[src/mpe_pkg.sv]
// shared types and constants for the messagepack value encoder
// no dependencies

package mpe_pkg;

    localparam int MAX_BYTES = 9;
    localparam int BUF_W     = 8 * MAX_BYTES;
    localparam int CNT_W     = 4;

    typedef enum logic [4:0] {
        OP_NIL    = 5'd0,
        OP_BOOL   = 5'd1,
        OP_UINT8  = 5'd2,
        OP_UINT16 = 5'd3,
        OP_UINT32 = 5'd4,
        OP_UINT64 = 5'd5,
        OP_INT8   = 5'd6,
        OP_INT16  = 5'd7,
        OP_INT32  = 5'd8,
        OP_INT64  = 5'd9,
        OP_F32    = 5'd10,
        OP_F64    = 5'd11,
        OP_STR    = 5'd12,
        OP_BIN    = 5'd13,
        OP_ARRAY  = 5'd14,
        OP_MAP    = 5'd15,
        OP_EXT    = 5'd16,
        OP_RAW    = 5'd17
    } t_op;

    // header codes
    localparam logic [7:0] MP_NIL      = 8'hc0;
    localparam logic [7:0] MP_FALSE    = 8'hc2;
    localparam logic [7:0] MP_TRUE     = 8'hc3;
    localparam logic [7:0] MP_BIN8     = 8'hc4;
    localparam logic [7:0] MP_BIN16    = 8'hc5;
    localparam logic [7:0] MP_BIN32    = 8'hc6;
    localparam logic [7:0] MP_EXT8     = 8'hc7;
    localparam logic [7:0] MP_EXT16    = 8'hc8;
    localparam logic [7:0] MP_EXT32    = 8'hc9;
    localparam logic [7:0] MP_F32      = 8'hca;
    localparam logic [7:0] MP_F64      = 8'hcb;
    localparam logic [7:0] MP_UINT8    = 8'hcc;
    localparam logic [7:0] MP_UINT16   = 8'hcd;
    localparam logic [7:0] MP_UINT32   = 8'hce;
    localparam logic [7:0] MP_UINT64   = 8'hcf;
    localparam logic [7:0] MP_INT8     = 8'hd0;
    localparam logic [7:0] MP_INT16    = 8'hd1;
    localparam logic [7:0] MP_INT32    = 8'hd2;
    localparam logic [7:0] MP_INT64    = 8'hd3;
    localparam logic [7:0] MP_FIXEXT1  = 8'hd4;
    localparam logic [7:0] MP_FIXEXT2  = 8'hd5;
    localparam logic [7:0] MP_FIXEXT4  = 8'hd6;
    localparam logic [7:0] MP_FIXEXT8  = 8'hd7;
    localparam logic [7:0] MP_FIXEXT16 = 8'hd8;
    localparam logic [7:0] MP_STR8     = 8'hd9;
    localparam logic [7:0] MP_STR16    = 8'hda;
    localparam logic [7:0] MP_STR32    = 8'hdb;
    localparam logic [7:0] MP_ARRAY16  = 8'hdc;
    localparam logic [7:0] MP_ARRAY32  = 8'hdd;
    localparam logic [7:0] MP_MAP16    = 8'hde;
    localparam logic [7:0] MP_MAP32    = 8'hdf;
    localparam logic [7:0] MP_FIXSTR   = 8'ha0;
    localparam logic [7:0] MP_FIXARRAY = 8'h90;
    localparam logic [7:0] MP_FIXMAP   = 8'h80;

    // fix-format limits
    localparam logic [7:0]  POS_FIX_MAX   = 8'd127;
    localparam logic [7:0]  NEG_FIX_MIN   = 8'he0;   // -32 as a byte
    localparam logic [31:0] FIXSTR_MAX    = 32'd31;
    localparam logic [31:0] FIXCOUNT_MAX  = 32'd15;
    localparam logic [31:0] LEN8_MAX      = 32'd255;
    localparam logic [31:0] LEN16_MAX     = 32'd65535;

    // encoded bytes, left aligned, first byte in the top lane
    typedef struct packed {
        logic [BUF_W-1:0] bytes;
        logic [CNT_W-1:0] cnt;
    } t_pack;

endpackage

[src/mpe_pack.sv]
// combinational encoder: one tagged item to up to nine left-aligned bytes
// depends on mpe_pkg

module mpe_pack
    import mpe_pkg::*;
(
    input  logic [4:0]  i_op,
    input  logic [63:0] i_value,
    input  logic [31:0] i_length,
    input  logic [7:0]  i_ext_type,
    output t_pack       o_pack
);

    logic [7:0]  b;
    logic [31:0] len;

    assign b   = i_value[7:0];
    assign len = i_length;

    always_comb begin
        o_pack = '0;
        unique case (i_op) inside
            OP_NIL: begin
                o_pack.bytes = {MP_NIL, 64'd0};
                o_pack.cnt   = 4'd1;
            end
            OP_BOOL: begin
                o_pack.bytes = {(i_value[0] ? MP_TRUE : MP_FALSE), 64'd0};
                o_pack.cnt   = 4'd1;
            end
            OP_UINT8: begin
                if (b <= POS_FIX_MAX) begin
                    o_pack.bytes = {b, 64'd0};
                    o_pack.cnt   = 4'd1;
                end else begin
                    o_pack.bytes = {MP_UINT8, b, 56'd0};
                    o_pack.cnt   = 4'd2;
                end
            end
            OP_UINT16: begin
                o_pack.bytes = {MP_UINT16, i_value[15:0], 48'd0};
                o_pack.cnt   = 4'd3;
            end
            OP_UINT32: begin
                o_pack.bytes = {MP_UINT32, i_value[31:0], 32'd0};
                o_pack.cnt   = 4'd5;
            end
            OP_UINT64: begin
                o_pack.bytes = {MP_UINT64, i_value};
                o_pack.cnt   = 4'd9;
            end
            OP_INT8: begin
                if (b >= NEG_FIX_MIN) begin
                    o_pack.bytes = {b, 64'd0};
                    o_pack.cnt   = 4'd1;
                end else begin
                    o_pack.bytes = {MP_INT8, b, 56'd0};
                    o_pack.cnt   = 4'd2;
                end
            end
            OP_INT16: begin
                o_pack.bytes = {MP_INT16, i_value[15:0], 48'd0};
                o_pack.cnt   = 4'd3;
            end
            OP_INT32: begin
                o_pack.bytes = {MP_INT32, i_value[31:0], 32'd0};
                o_pack.cnt   = 4'd5;
            end
            OP_INT64: begin
                o_pack.bytes = {MP_INT64, i_value};
                o_pack.cnt   = 4'd9;
            end
            OP_F32: begin
                o_pack.bytes = {MP_F32, i_value[31:0], 32'd0};
                o_pack.cnt   = 4'd5;
            end
            OP_F64: begin
                o_pack.bytes = {MP_F64, i_value};
                o_pack.cnt   = 4'd9;
            end
            OP_STR: begin
                if (len <= FIXSTR_MAX) begin
                    o_pack.bytes = {(MP_FIXSTR | len[7:0]), 64'd0};
                    o_pack.cnt   = 4'd1;
                end else if (len <= LEN8_MAX) begin
                    o_pack.bytes = {MP_STR8, len[7:0], 56'd0};
                    o_pack.cnt   = 4'd2;
                end else if (len <= LEN16_MAX) begin
                    o_pack.bytes = {MP_STR16, len[15:0], 48'd0};
                    o_pack.cnt   = 4'd3;
                end else begin
                    o_pack.bytes = {MP_STR32, len, 32'd0};
                    o_pack.cnt   = 4'd5;
                end
            end
            OP_BIN: begin
                if (len <= LEN8_MAX) begin
                    o_pack.bytes = {MP_BIN8, len[7:0], 56'd0};
                    o_pack.cnt   = 4'd2;
                end else if (len <= LEN16_MAX) begin
                    o_pack.bytes = {MP_BIN16, len[15:0], 48'd0};
                    o_pack.cnt   = 4'd3;
                end else begin
                    o_pack.bytes = {MP_BIN32, len, 32'd0};
                    o_pack.cnt   = 4'd5;
                end
            end
            OP_ARRAY, OP_MAP: begin
                if (len <= FIXCOUNT_MAX) begin
                    o_pack.bytes = {(((i_op == OP_MAP) ? MP_FIXMAP : MP_FIXARRAY)
                                     | len[7:0]), 64'd0};
                    o_pack.cnt   = 4'd1;
                end else if (len <= LEN16_MAX) begin
                    o_pack.bytes = {((i_op == OP_MAP) ? MP_MAP16 : MP_ARRAY16),
                                    len[15:0], 48'd0};
                    o_pack.cnt   = 4'd3;
                end else begin
                    o_pack.bytes = {((i_op == OP_MAP) ? MP_MAP32 : MP_ARRAY32),
                                    len, 32'd0};
                    o_pack.cnt   = 4'd5;
                end
            end
            OP_EXT: begin
                case (len)
                    32'd1:  o_pack.bytes = {MP_FIXEXT1, i_ext_type, 56'd0};
                    32'd2:  o_pack.bytes = {MP_FIXEXT2, i_ext_type, 56'd0};
                    32'd4:  o_pack.bytes = {MP_FIXEXT4, i_ext_type, 56'd0};
                    32'd8:  o_pack.bytes = {MP_FIXEXT8, i_ext_type, 56'd0};
                    32'd16: o_pack.bytes = {MP_FIXEXT16, i_ext_type, 56'd0};
                    default: begin
                        if (len <= LEN8_MAX)
                            o_pack.bytes = {MP_EXT8, len[7:0], i_ext_type, 48'd0};
                        else if (len <= LEN16_MAX)
                            o_pack.bytes = {MP_EXT16, len[15:0], i_ext_type, 40'd0};
                        else
                            o_pack.bytes = {MP_EXT32, len, i_ext_type, 24'd0};
                    end
                endcase
                case (len) inside
                    32'd1, 32'd2, 32'd4, 32'd8, 32'd16: o_pack.cnt = 4'd2;
                    default: begin
                        if (len <= LEN8_MAX)
                            o_pack.cnt = 4'd3;
                        else if (len <= LEN16_MAX)
                            o_pack.cnt = 4'd4;
                        else
                            o_pack.cnt = 4'd6;
                    end
                endcase
            end
            OP_RAW: begin
                o_pack.bytes = {b, 64'd0};
                o_pack.cnt   = 4'd1;
            end
            // unused codes produce nothing
            default: begin
                o_pack = '0;
            end
        endcase
    end

endmodule

[src/msgpack_value_encoder.sv]
// messagepack value encoder top level: byte buffer and output register
// depends on mpe_pkg and mpe_pack
// an accepted request loads the byte buffer, whose bytes then move into the output register
// throughput: the input stalls until the buffer drains its last byte (raw bytes: one per
// cycle while i_stall is low); the byte buffer shifting one byte a cycle into the output
// register, unless i_stall holds it, sets this rate; unused op codes produce no byte
// reset (synchronous, active low) empties the buffer and the output register

module msgpack_value_encoder
    import mpe_pkg::*;
(
    input  logic        i_clk,
    input  logic        i_rst_n,
    input  logic        i_valid,
    output logic        o_stall,
    input  logic [4:0]  i_op,
    input  logic [63:0] i_value,
    input  logic [31:0] i_length,
    input  logic [7:0]  i_ext_type,
    output logic        o_valid,
    input  logic        i_stall,
    output logic [7:0]  o_out_byte,
    output logic        o_last
);

    t_pack            dec;
    logic [BUF_W-1:0] r_buf, n_buf;
    logic [CNT_W-1:0] r_cnt, n_cnt;
    logic             r_valid, n_valid;
    logic [7:0]       r_byte, n_byte;
    logic             r_last, n_last;
    logic             adv;
    logic             move;
    logic             accept;

    mpe_pack u_pack (
        .i_op       (i_op),
        .i_value    (i_value),
        .i_length   (i_length),
        .i_ext_type (i_ext_type),
        .o_pack     (dec)
    );

    // output register free to take a byte this cycle
    assign adv     = !r_valid || !i_stall;
    assign move    = adv && (r_cnt != '0);
    assign o_stall = !((r_cnt == '0) || ((r_cnt == CNT_W'(1)) && adv));
    assign accept  = i_valid && !o_stall;

    always_comb begin
        n_buf   = r_buf;
        n_cnt   = r_cnt;
        n_valid = r_valid;
        n_byte  = r_byte;
        n_last  = r_last;
        if (move) begin
            n_byte  = r_buf[BUF_W-1 -: 8];
            n_last  = (r_cnt == CNT_W'(1));
            n_valid = 1'b1;
            n_buf   = {r_buf[BUF_W-9:0], 8'h00};
            n_cnt   = r_cnt - CNT_W'(1);
        end else if (adv) begin
            n_valid = 1'b0;
        end
        // buffer is empty or draining its last byte when a request is taken
        if (accept) begin
            n_buf = dec.bytes;
            n_cnt = dec.cnt;
        end
    end

    always_ff @(posedge i_clk) begin
        if (!i_rst_n) begin
            r_cnt   <= '0;
            r_valid <= 1'b0;
        end else begin
            r_cnt   <= n_cnt;
            r_valid <= n_valid;
        end
        r_buf  <= n_buf;
        r_byte <= n_byte;
        r_last <= n_last;
    end

    assign o_valid    = r_valid;
    assign o_out_byte = r_byte;
    assign o_last     = r_last;

`ifndef SYNTHESIS
    a_cnt_range: assert property (@(posedge i_clk) disable iff (!i_rst_n)
        r_cnt <= CNT_W'(MAX_BYTES))
        else $error("byte count beyond buffer depth");

    a_no_gap: assert property (@(posedge i_clk) disable iff (!i_rst_n)
        (o_valid && !i_stall && !o_last) |=> o_valid)
        else $error("gap inside an encoded item");

    a_load: assert property (@(posedge i_clk) disable iff (!i_rst_n)
        accept |=> (r_cnt == $past(dec.cnt)))
        else $error("buffer count does not match encoded length");

    a_last_empties: assert property (@(posedge i_clk) disable iff (!i_rst_n)
        (move && (r_cnt == CNT_W'(1)) && !accept) |=> (r_cnt == '0))
        else $error("buffer not empty after last byte");
`endif

endmodule

[config.mk]
export PLATFORM = sky130hd
export DESIGN_NAME = msgpack_value_encoder
export DESIGN_NICKNAME = d
export VERILOG_FILES = /design/src/mpe_pkg.sv /design/src/mpe_pack.sv /design/src/msgpack_value_encoder.sv
export SDC_FILE = /design/constraint.sdc
export NUM_CORES = 1
export LEC_CHECK = 0
export BUFFER_PORTS_ARGS = -buffer_cell sky130_fd_sc_hd__clkbuf_2
export CAP_MARGIN = 20
export CORE_MARGIN = 4
export CORE_UTILIZATION = 50
export DETAILED_ROUTE_END_ITERATION = 8
export HOLD_SLACK_MARGIN = 0.06
export PLACE_DENSITY = 0.74
export REMOVE_ABC_BUFFERS = 1
export SYNTH_ARGS = -nofsm -noshare
export SYNTH_HDL_FRONTEND = slang
export SYNTH_SLANG_ARGS = --single-unit
[constraint.sdc]
create_clock -name i_clk -period 5.6 [get_ports i_clk]
set_input_delay 0.84 -clock i_clk [delete_from_list [all_inputs] [get_ports i_clk]]
set_output_delay 0.84 -clock i_clk [all_outputs]
set_load 0.005 [all_outputs]
# After elaboration in Yosys (flattened, before gate mapping)
# Index checks and enable logic that the tools add are counted.
# totals
reg_bits,86
in_bits,113
wordCells,77
output_inout_bits,11
# classes
reduce_logical,15
mux,26
n_bitwise,1
n_eq_ne,23
order_cmp,6
add_sub_neg,1
# ops
cell,n
case mux 76 bit (17 select lines),1
2-to-1 mux 76 bit,7
case mux 72 bit (5 select lines),1
2-to-1 mux 72 bit,3
2-to-1 mux 70 bit,1
2-to-1 mux 69 bit,1
2-to-1 mux 65 bit,1
equality test 5 x 4 -> 1 bit (second input constant),8
equality test 32 x 1 -> 1 bit (second input constant),1
equality test 32 x 2 -> 1 bit (second input constant),1
equality test 32 x 3 -> 1 bit (second input constant),1
equality test 32 x 4 -> 1 bit (second input constant),1
equality test 32 x 5 -> 1 bit (second input constant),1
<= comparator 32 x 16 -> 1 bit (second input constant),1
<= comparator 32 x 4 -> 1 bit (second input constant),1
<= comparator 32 x 5 -> 1 bit (second input constant),1
<= comparator 32 x 8 -> 1 bit (second input constant),1
equality test 5 x 3 -> 1 bit (second input constant),4
2-to-1 mux 4 bit,4
equality test 5 x 2 -> 1 bit (second input constant),2
equality test 5 bit (second input constant),2
greater-or-equal comparator 8 bit (second input constant),1
<= comparator 8 x 7 -> 1 bit (second input constant),1
bitwise OR 8 bit,1
other kinds (15),25

# Logic depth before layout (Yosys ltp)
# Gate-level depths: netlist (run 1).
# depth
word_depth,6
mapped_depth,9
mapped_depth_nobuf,8

# Modules after synthesis
# From an unflattened synthesis (run 1), not the netlist that was laid out.
# unflattened
cells_unflattened,718
hier_area_um2,6236.0
# modules_own_cells
mod,cells_per_inst,n_inst,area_each_um2,seq_area_each_um2
msgpack_value_encoder,337,1,3688.5,2532.4
mpe_pack,381,1,2547.4,0.0

# Worst setup path after synthesis (run 1)
# No wires, ideal clock.
# synth_path
kind,input -> register
from,in i_stall
to,reg r_cnt[3]
path_buffers,0
t_required_ns,5.525
arrival_ns,4.268
cell_stages,5
setup_time_ns,0.075
path_slack_ns,1.257
path_cell_list,nand2_1 > a21boi_0 > nand2b_1 > o21ai_0 > a21oi_1
# synth_between
elab_cells_between_ends,8
cone_classes,1 x mux; 7 x reduce/logical
# synth_rtl
element,line_no,text
"start, declared",msgpack_value_encoder.sv:21,"input logic i_stall,"
zero test 1 bit,msgpack_value_encoder.sv:45,assign adv = !r_valid || !i_stall;
logical OR 1 bit,msgpack_value_encoder.sv:45,
logical AND 1 bit,msgpack_value_encoder.sv:46,assign move = adv && (r_cnt != '0);
via move,msgpack_value_encoder.sv:33,logic move;
nonzero test 2 bit (no source line),n/a,
"end signal, assigned",msgpack_value_encoder.sv:77,r_cnt <= n_cnt;
"end, declared",msgpack_value_encoder.sv:28,"logic [CNT_W-1:0] r_cnt, n_cnt;"
# The timed path passes the listed nets, and every way through them passes these cells.
# A chain may end at the register's enable or synchronous reset.

# Worst setup path in the final report (run 1)
# layout_path
from,in i_op[2]
to,"reg r_buf[36], data pin"
# layout_between
elab_chain_len,4
elab_cells_between_ends,21
cone_classes,17 x eq/ne; 2 x mux; 2 x reduce/logical
# layout_lines
element,line_no,text
"start, declared",msgpack_value_encoder.sv:16,"input logic [4:0] i_op,"
equality test 5 x 4 -> 1 bit (no source line),n/a,
OR reduction 2 bit,mpe_pack.sv:22,unique case (i_op) inside
case mux 76 bit (17 select lines) *,mpe_pack.sv:22,
2-to-1 mux 72 bit *,msgpack_value_encoder.sv:66,if (accept) begin
via n_buf[36],msgpack_value_encoder.sv:27,"logic [BUF_W-1:0] r_buf, n_buf;"
"end signal, assigned",msgpack_value_encoder.sv:80,r_buf <= n_buf;
"end, declared",msgpack_value_encoder.sv:27,
# The timed path passes the listed nets; every way through them passes the cells marked *.

==> results of run 1 <==
through the flow:
stage	worst slack (ns)	utilization [%]	area [sq um]	hold slack [ns]
floorplan	-1.12	-	5410	0.400
global placement	2.09	57.4	6280	0.404
detailed placement	2.02	57.4	6280	0.405
CTS	2.39	60.0	6560	0.420
global route	2.08	60.0	6560	0.422
finish	2.26	60.0	6560	0.419
layer usage:
metal / vias to the layer above / wire (um)
met5: - / 0
met4: 0 / 815
met3: 51 / 2520
met2: 433 / 8340
met1: 2623 / 7150
li1: 2510 / -
power by group through the flow:
stage               registers (mW)  clock network [mW]  logic (mW)
floorplan                     1.31                   0       0.570
global route                  1.35               0.627       0.994
CTS                           1.32               0.597       0.895
detailed placement            1.33                   0       0.895
global placement              1.31                   0       0.872
finish                        1.32               0.593       0.898
cells by family (layout without fill, tap and decap cells):
logic type | after synthesis | count (layout) | synth area share (%)
DFF | 86 | 86 | 44.9
muxes | 1 | 1 | 0.200
AOI/OAI and AO/OA | 249 | 249 | 31.6
xor gates and xnor gates | 3 | 3 | 0.466
adders and majority gates | 2 | 2 | 0.444
and+or+nand+nor | 177 | 177 | 17.1
buffers and inverters | 68 | 164 | 5.22
worst paths after layout:
path	slack, ns	end
max	2.26	r_buf[36]
min	0.42	o_out_byte[2]
max reg2reg	2.49	r_buf[58]
min reg2reg	0.42	o_out_byte[2]
sequential cells by signal, indices dropped and copies added, names as in the netlist:
| name | count |
|---|---|
| o_last | 1 |
| o_out_byte | 8 |
| o_valid | 1 |
| r_buf | 72 |
| r_cnt | 4 |
critical path: stages:
cell and delay (ns):
clkbuf_2 0.30, nor2_1 0.41, nand3_1 0.48, a21oi_1 0.89, buf_4 0.30, a222oi_1 0.09
o21ai_0 0.20
placed cells by master, fill, tap and decap left out, types with 4 or more instances in the layout:
cell / instances
clkbuf_2: 123
edfxtp_1: 81
o21ai_0: 56
nor2_1: 53
nand2_1: 49
a21oi_1: 36
a22o_1: 24
a222oi_1: 23
a22oi_1: 18
inv_1: 16
o211ai_1: 12
a221oi_1: 12
nand3_1: 11
and2_1: 10
o22ai_1: 10
clkbuf_16: 9
buf_4: 9
a211oi_1: 8
a31oi_1: 8
nor3_1: 8
a211o_1: 8
nand2b_1: 6
and3_1: 6
nor4_4: 5
dfxtp_1: 5
nor2b_1: 4
nand3b_1: 4
a21o_1: 4
o21ai_1: 4
cell type report:
| class | instances | area [sq um] |
|---|---|---|
| clock buffer | 12 | 236 |
| clock inverter | 3 | 46.3 |
| fill | 957 | 4370 |
| inverter | 17 | 63.8 |
| multi-input combinational | 432 | 2830 |
| sequential | 86 | 2530 |
| tap | 140 | 175 |
| timing repair buffer | 132 | 683 |
==> metrics.txt, run 1 <==
TritonCTS clock tree yes; outcome finished clean; P per Cell Area 428 mW/mm^2; Fin. Hold Viols 0; # diodes 0; hpwl dp 13000 um; RSZ-0062 raised after global routing false; CTS root buffer clkbuf_16; Register-to-Register Path Depth 7; leading cell type by number of instances after synthesis edfxtp_1; Vias per Instance 6.83; CP Launch Type primary input; hold_buf cts 0; CP Capture Type register; die boundary width 114 um; top cell type's share of synthesized area 43.2%; Post-synth top cells edfxtp_1, o21ai_0, nor2_1; PostCTS Resize Cnt 0; LEAKAGE 2.58 nW; WL final 18800 um; Num CTS Buffers 9; Switch Pwr 0.918 mW; initial antenna violation count 0; vias in the first global route 5435; Post-CTS Setup Bufs 0; I/O Buffers 123; sw frac 32.7%; largest area contributor in the netlist edfxtp_1; first-pass GRT wire length 29000 um; Gate Count Post-Synth 586; H-tree depth 3; initial drt markers 819; max-slew headroom at the worst pin 32.6%; final setup fails 0; final std cells w/o fill 822; worst vdd ir 0.490 mV; largest net degree at the start of global routing 76; DRC viols 0; First-pass DRT Iterations 6; Tmin final 3.34 ns; synthesis-to-layout area growth 16.5%; setup TNS 0 ns; total track usage 28.9%; ys async rst share 0%; Power Internal 1.89 mW; fmax 300 MHz; crit path launch i_op[2]; Skew-Pair Late Insertion Delay 0.35 ns; R2R Path Start r_cnt[0]; share of layout cells above drive strength 1 23.9%; max-cap viol count 0; GRT busiest layer met2; period utilisation layout 59.6%; CP arrival 3.52 ns; top post-synthesis cells by area edfxtp_1, o21ai_0, a222oi_1; number of cell rows 38; Placed Instances 807; hold depth 0; die area 0.0130 sq mm; CTS sink cnt 86; Avg WL per Cell 22.9 um; count of flip-flops with a built-in enable after synthesis 81; # nets final 793; CTS max path bufs 2; start point of the worst min-delay path r_buf[66]; critical path type in2reg; Req. time, crit path 5.79 ns; Worst-Margin Slew 1.01 ns; sequential element share of the synthesized area 44.9%; post-synthesis cell type count 69; crit-path max FO 23; Die H 114 um; Final GP Congestion 0.958; Clock Power Share 21.1%; M3 GR Usage 6.45%; routed via count 5617; Yosys warning count 0; Clock Skews 0.00850 ns; Remaining Overflow, GRT 0; Flop pwr share 46.9%; met1 usage 39.0%; Max Slew Vio Count 0; worst hold path type reg2reg; combinational share of power 32.0%; Mapped Area 0.00564 sq mm; Worst-path clk slew 0.06 ns; total power draw 2.81 mW; Post-Syn Area per Cell 9.62 sq um; antenna-violating nets left 0; I/O pin cnt 124; core area 0.0109 sq mm; Synth Flop Type edfxtp_1; #FFs+latches synth 86; starting density of the core 51.5%; met2 Resource Use GR 43.6%
(Power assumes the default switching activity.)
==> inputs of run 2 (changes only) <==
--- a/config.mk
+++ b/config.mk
@@ -5,13 +5,14 @@
 export SDC_FILE = /design/constraint.sdc
 export NUM_CORES = 1
 export LEC_CHECK = 0
+export ABC_AREA = 1
 export BUFFER_PORTS_ARGS = -buffer_cell sky130_fd_sc_hd__clkbuf_2
 export CAP_MARGIN = 20
 export CORE_MARGIN = 4
 export CORE_UTILIZATION = 50
 export DETAILED_ROUTE_END_ITERATION = 8
 export HOLD_SLACK_MARGIN = 0.06
-export PLACE_DENSITY = 0.74
+export PLACE_DENSITY = 0.73
 export REMOVE_ABC_BUFFERS = 1
 export SYNTH_ARGS = -nofsm -noshare
 export SYNTH_HDL_FRONTEND = slang
==> constraint.sdc (replaced) <==
create_clock -name i_clk -period 3.4 [get_ports i_clk]
set_input_delay 0.51 -clock i_clk [delete_from_list [all_inputs] [get_ports i_clk]]
set_output_delay 0.51 -clock i_clk [all_outputs]
set_load 0.005 [all_outputs]
==> run 2 against run 1 <==
  * Register-to-register slack got worse by 1.5 ns
  * Critical path depth rose by 7
  * Sequential share of layout area fell by 6.5 points
  * Critical path type unchanged
  * Critical endpoint is now r_buf[64]
  * Largest cell class unchanged
==> metrics.txt, run 2 <==
leading cell type by number of instances after synthesis nand2_1; Post-Syn Area per Cell 6.60 sq um; commonest non-fill, non-tap cell in the layout nand2_1; CP Capture Type register; largest net degree at the start of global routing 70; Final WS setup 0.877 ns; Post-CTS Setup Bufs 0; Placed Instances 1310; Gate Count Post-Synth 1030; highest-delay cell along the critical path nand2_2; P per Cell Area 595 mW/mm^2; worst vdd ir 0.412 mV; synthesis-to-layout area growth 15.9%; Avg WL per Cell 19.2 um; Remaining Overflow, GRT 0; ys async rst share 0%; hold_buf cts 0; max FFs per register 72; RSZ-0062 raised after global routing false; # nets final 1260; count of flip-flops with a built-in enable after synthesis 81; routed via count 7633; Yosys warning count 0; #FFs+latches synth 86; die boundary width 125 um; PostCTS Resize Cnt 0; share of layout cells above drive strength 1 17.5%; hold depth 3; total track usage 32.4%; Skew-Pair Late Insertion Delay 0.35 ns; Fin. Hold Viols 0; CP arrival 2.61 ns; sequential element share of the synthesized area 37.3%; TritonCTS clock tree yes; top cell type's share of synthesized area 35.8%; Die H 125 um; H-tree depth 3; vias in the first global route 7229; critical path type in2reg; starting density of the core 51.1%; pre-CTS WS 0.639 ns; # diodes 0; First-pass DRT Iterations 5; first-pass GRT wire length 39100 um; DRC viols 0; Clock Skews 0.00411 ns; most flop-heavy register r_buf; CP Launch Type primary input; final std cells w/o fill 1326; LEAKAGE 3.95 nW; Req. time, crit path 3.49 ns; Vias per Instance 5.76; fmax 396 MHz; WL final 25500 um; die area 0.0155 sq mm; top post-synthesis cells by area edfxtp_1, nand2_1, inv_1; core area 0.0133 sq mm; max-slew headroom at the worst pin 44.7%; largest area contributor in the netlist edfxtp_1; Worst-path clk slew 0.06 ns; number of cell rows 42; Mapped Area 0.00680 sq mm; Synth Flop Type edfxtp_1; outcome finished clean; I/O Buffers 123; Register-to-Register Path Depth 10; initial antenna violation count 0; setup TNS 0 ns; most used cells in the layout excluding fill and tap cells nand2_1, clkbuf_2, inv_1; Critical Path Max Stage Delay 0.34 ns; Tmin final 2.52 ns; post-synthesis cell type count 44; Final GP Congestion 0.992; Critical Path Most Common Cell nand2_1; CTS sink cnt 86; Max Slew Vio Count 0; antenna-violating nets left 0; max-cap viol count 0; I/O pin cnt 124; crit-path max FO 16; period utilisation layout 74.2%; CTS max path bufs 2; Worst-Margin Slew 0.829 ns; Post-synth top cells nand2_1, inv_1, nor2_1; Num CTS Buffers 9; initial drt markers 871; worst hold path type in2reg; CTS root buffer clkbuf_16; worst-path cell chain clkbuf_2 -> nor2_1 -> nand2_1 -> nor2_2 -> buf_4 -> nand2_4 -> clkinv_2 -> nand2_2 -> nand3_1 -> nand3_1 -> nor2_1 -> nand2_1 -> nand2_1 -> nand2_1; final setup fails 0; hpwl dp 18400 um
==> run 2: changes by cell type after synthesis, sizes merged, moves of 11 or more <==
cell    change
a21oi      -13
a221oi     -12
a222oi     -23
a22o       -24
a22oi      -17
clkbuf     -17
inv       +116
nand2     +340
nand3      +69
nand4      +13
nor2       +71
o221ai     +14
o22ai      +11
==> run 2: path summary, 6_finish.rpt <==
kind | slack, ns | to | startpoint
hold / removal | 0.41 | o_valid | i_rst_n
setup / recovery | 0.88 | r_buf[64] | i_length[26]
setup reg to reg | 1.00 | r_buf[28] | r_cnt[0]
hold reg to reg | 0.42 | o_out_byte[6] | r_buf[70]
==> run 2: layout make-up <==
class / instances / area (sq um)
Clock buffer: 12 / 236
Clock inverter: 4 / 25.0
Fill cell: 1363 / 5420
Inverter: 135 / 510
Multi-Input combinational cell: 770 / 3560
Sequential cell: 86 / 2530
Tap cell: 176 / 220
Timing Repair Buffer: 143 / 791
==> run 2: stage by stage <==
stage	power, mW	area, sq um	hold WS (ns)	util [%]
final	4.69	7880	0.411	59.3
after global routing	4.98	7880	0.421	59.3
after CTS	4.69	7880	0.406	59.3
after detailed placement	3.77	7620	0.406	57.3
after global placement	3.73	7620	0.401	57.3
after floorplan	3.11	6600	0.400	-
==> run 2: where the power goes <==
part / leakage (nW) / internal [mW] / switching [mW]
clock: 0.123 / 0.493 / 0.418
combinational: 2.94 / 0.502 / 1.14
sequential: 0.887 / 1.99 / 0.147
total: 3.95 / 2.98 / 1.71
==> run 2: kinds of logic (layout without fill, tap and decap cells) <==
group / after synthesis / in the layout / share of synthesized area [%]
adder cells (fa/ha/maj): 2 / 2 / 0.368
AO/OA/AOI/OAI: 144 / 144 / 13.1
AND/OR/NAND/NOR: 624 / 624 / 38.9
flip-flops: 86 / 86 / 37.3
buffers and inverters: 174 / 294 / 10.4
==> run 2: layer usage <==
layer | share of wire (%) | GRT usage, %
met5 | 0 | 0
met4 | 4.7 | 15.2
met3 | 12 | 8.83
met2 | 44 | 50.1
met1 | 40 | 42.1
==> run 2: worst max-delay path, delay by kind of cell <==
family,cells,cell delay (ns)
buffers and inverters,3,0.56
and+or+nand+nor,11,1.52
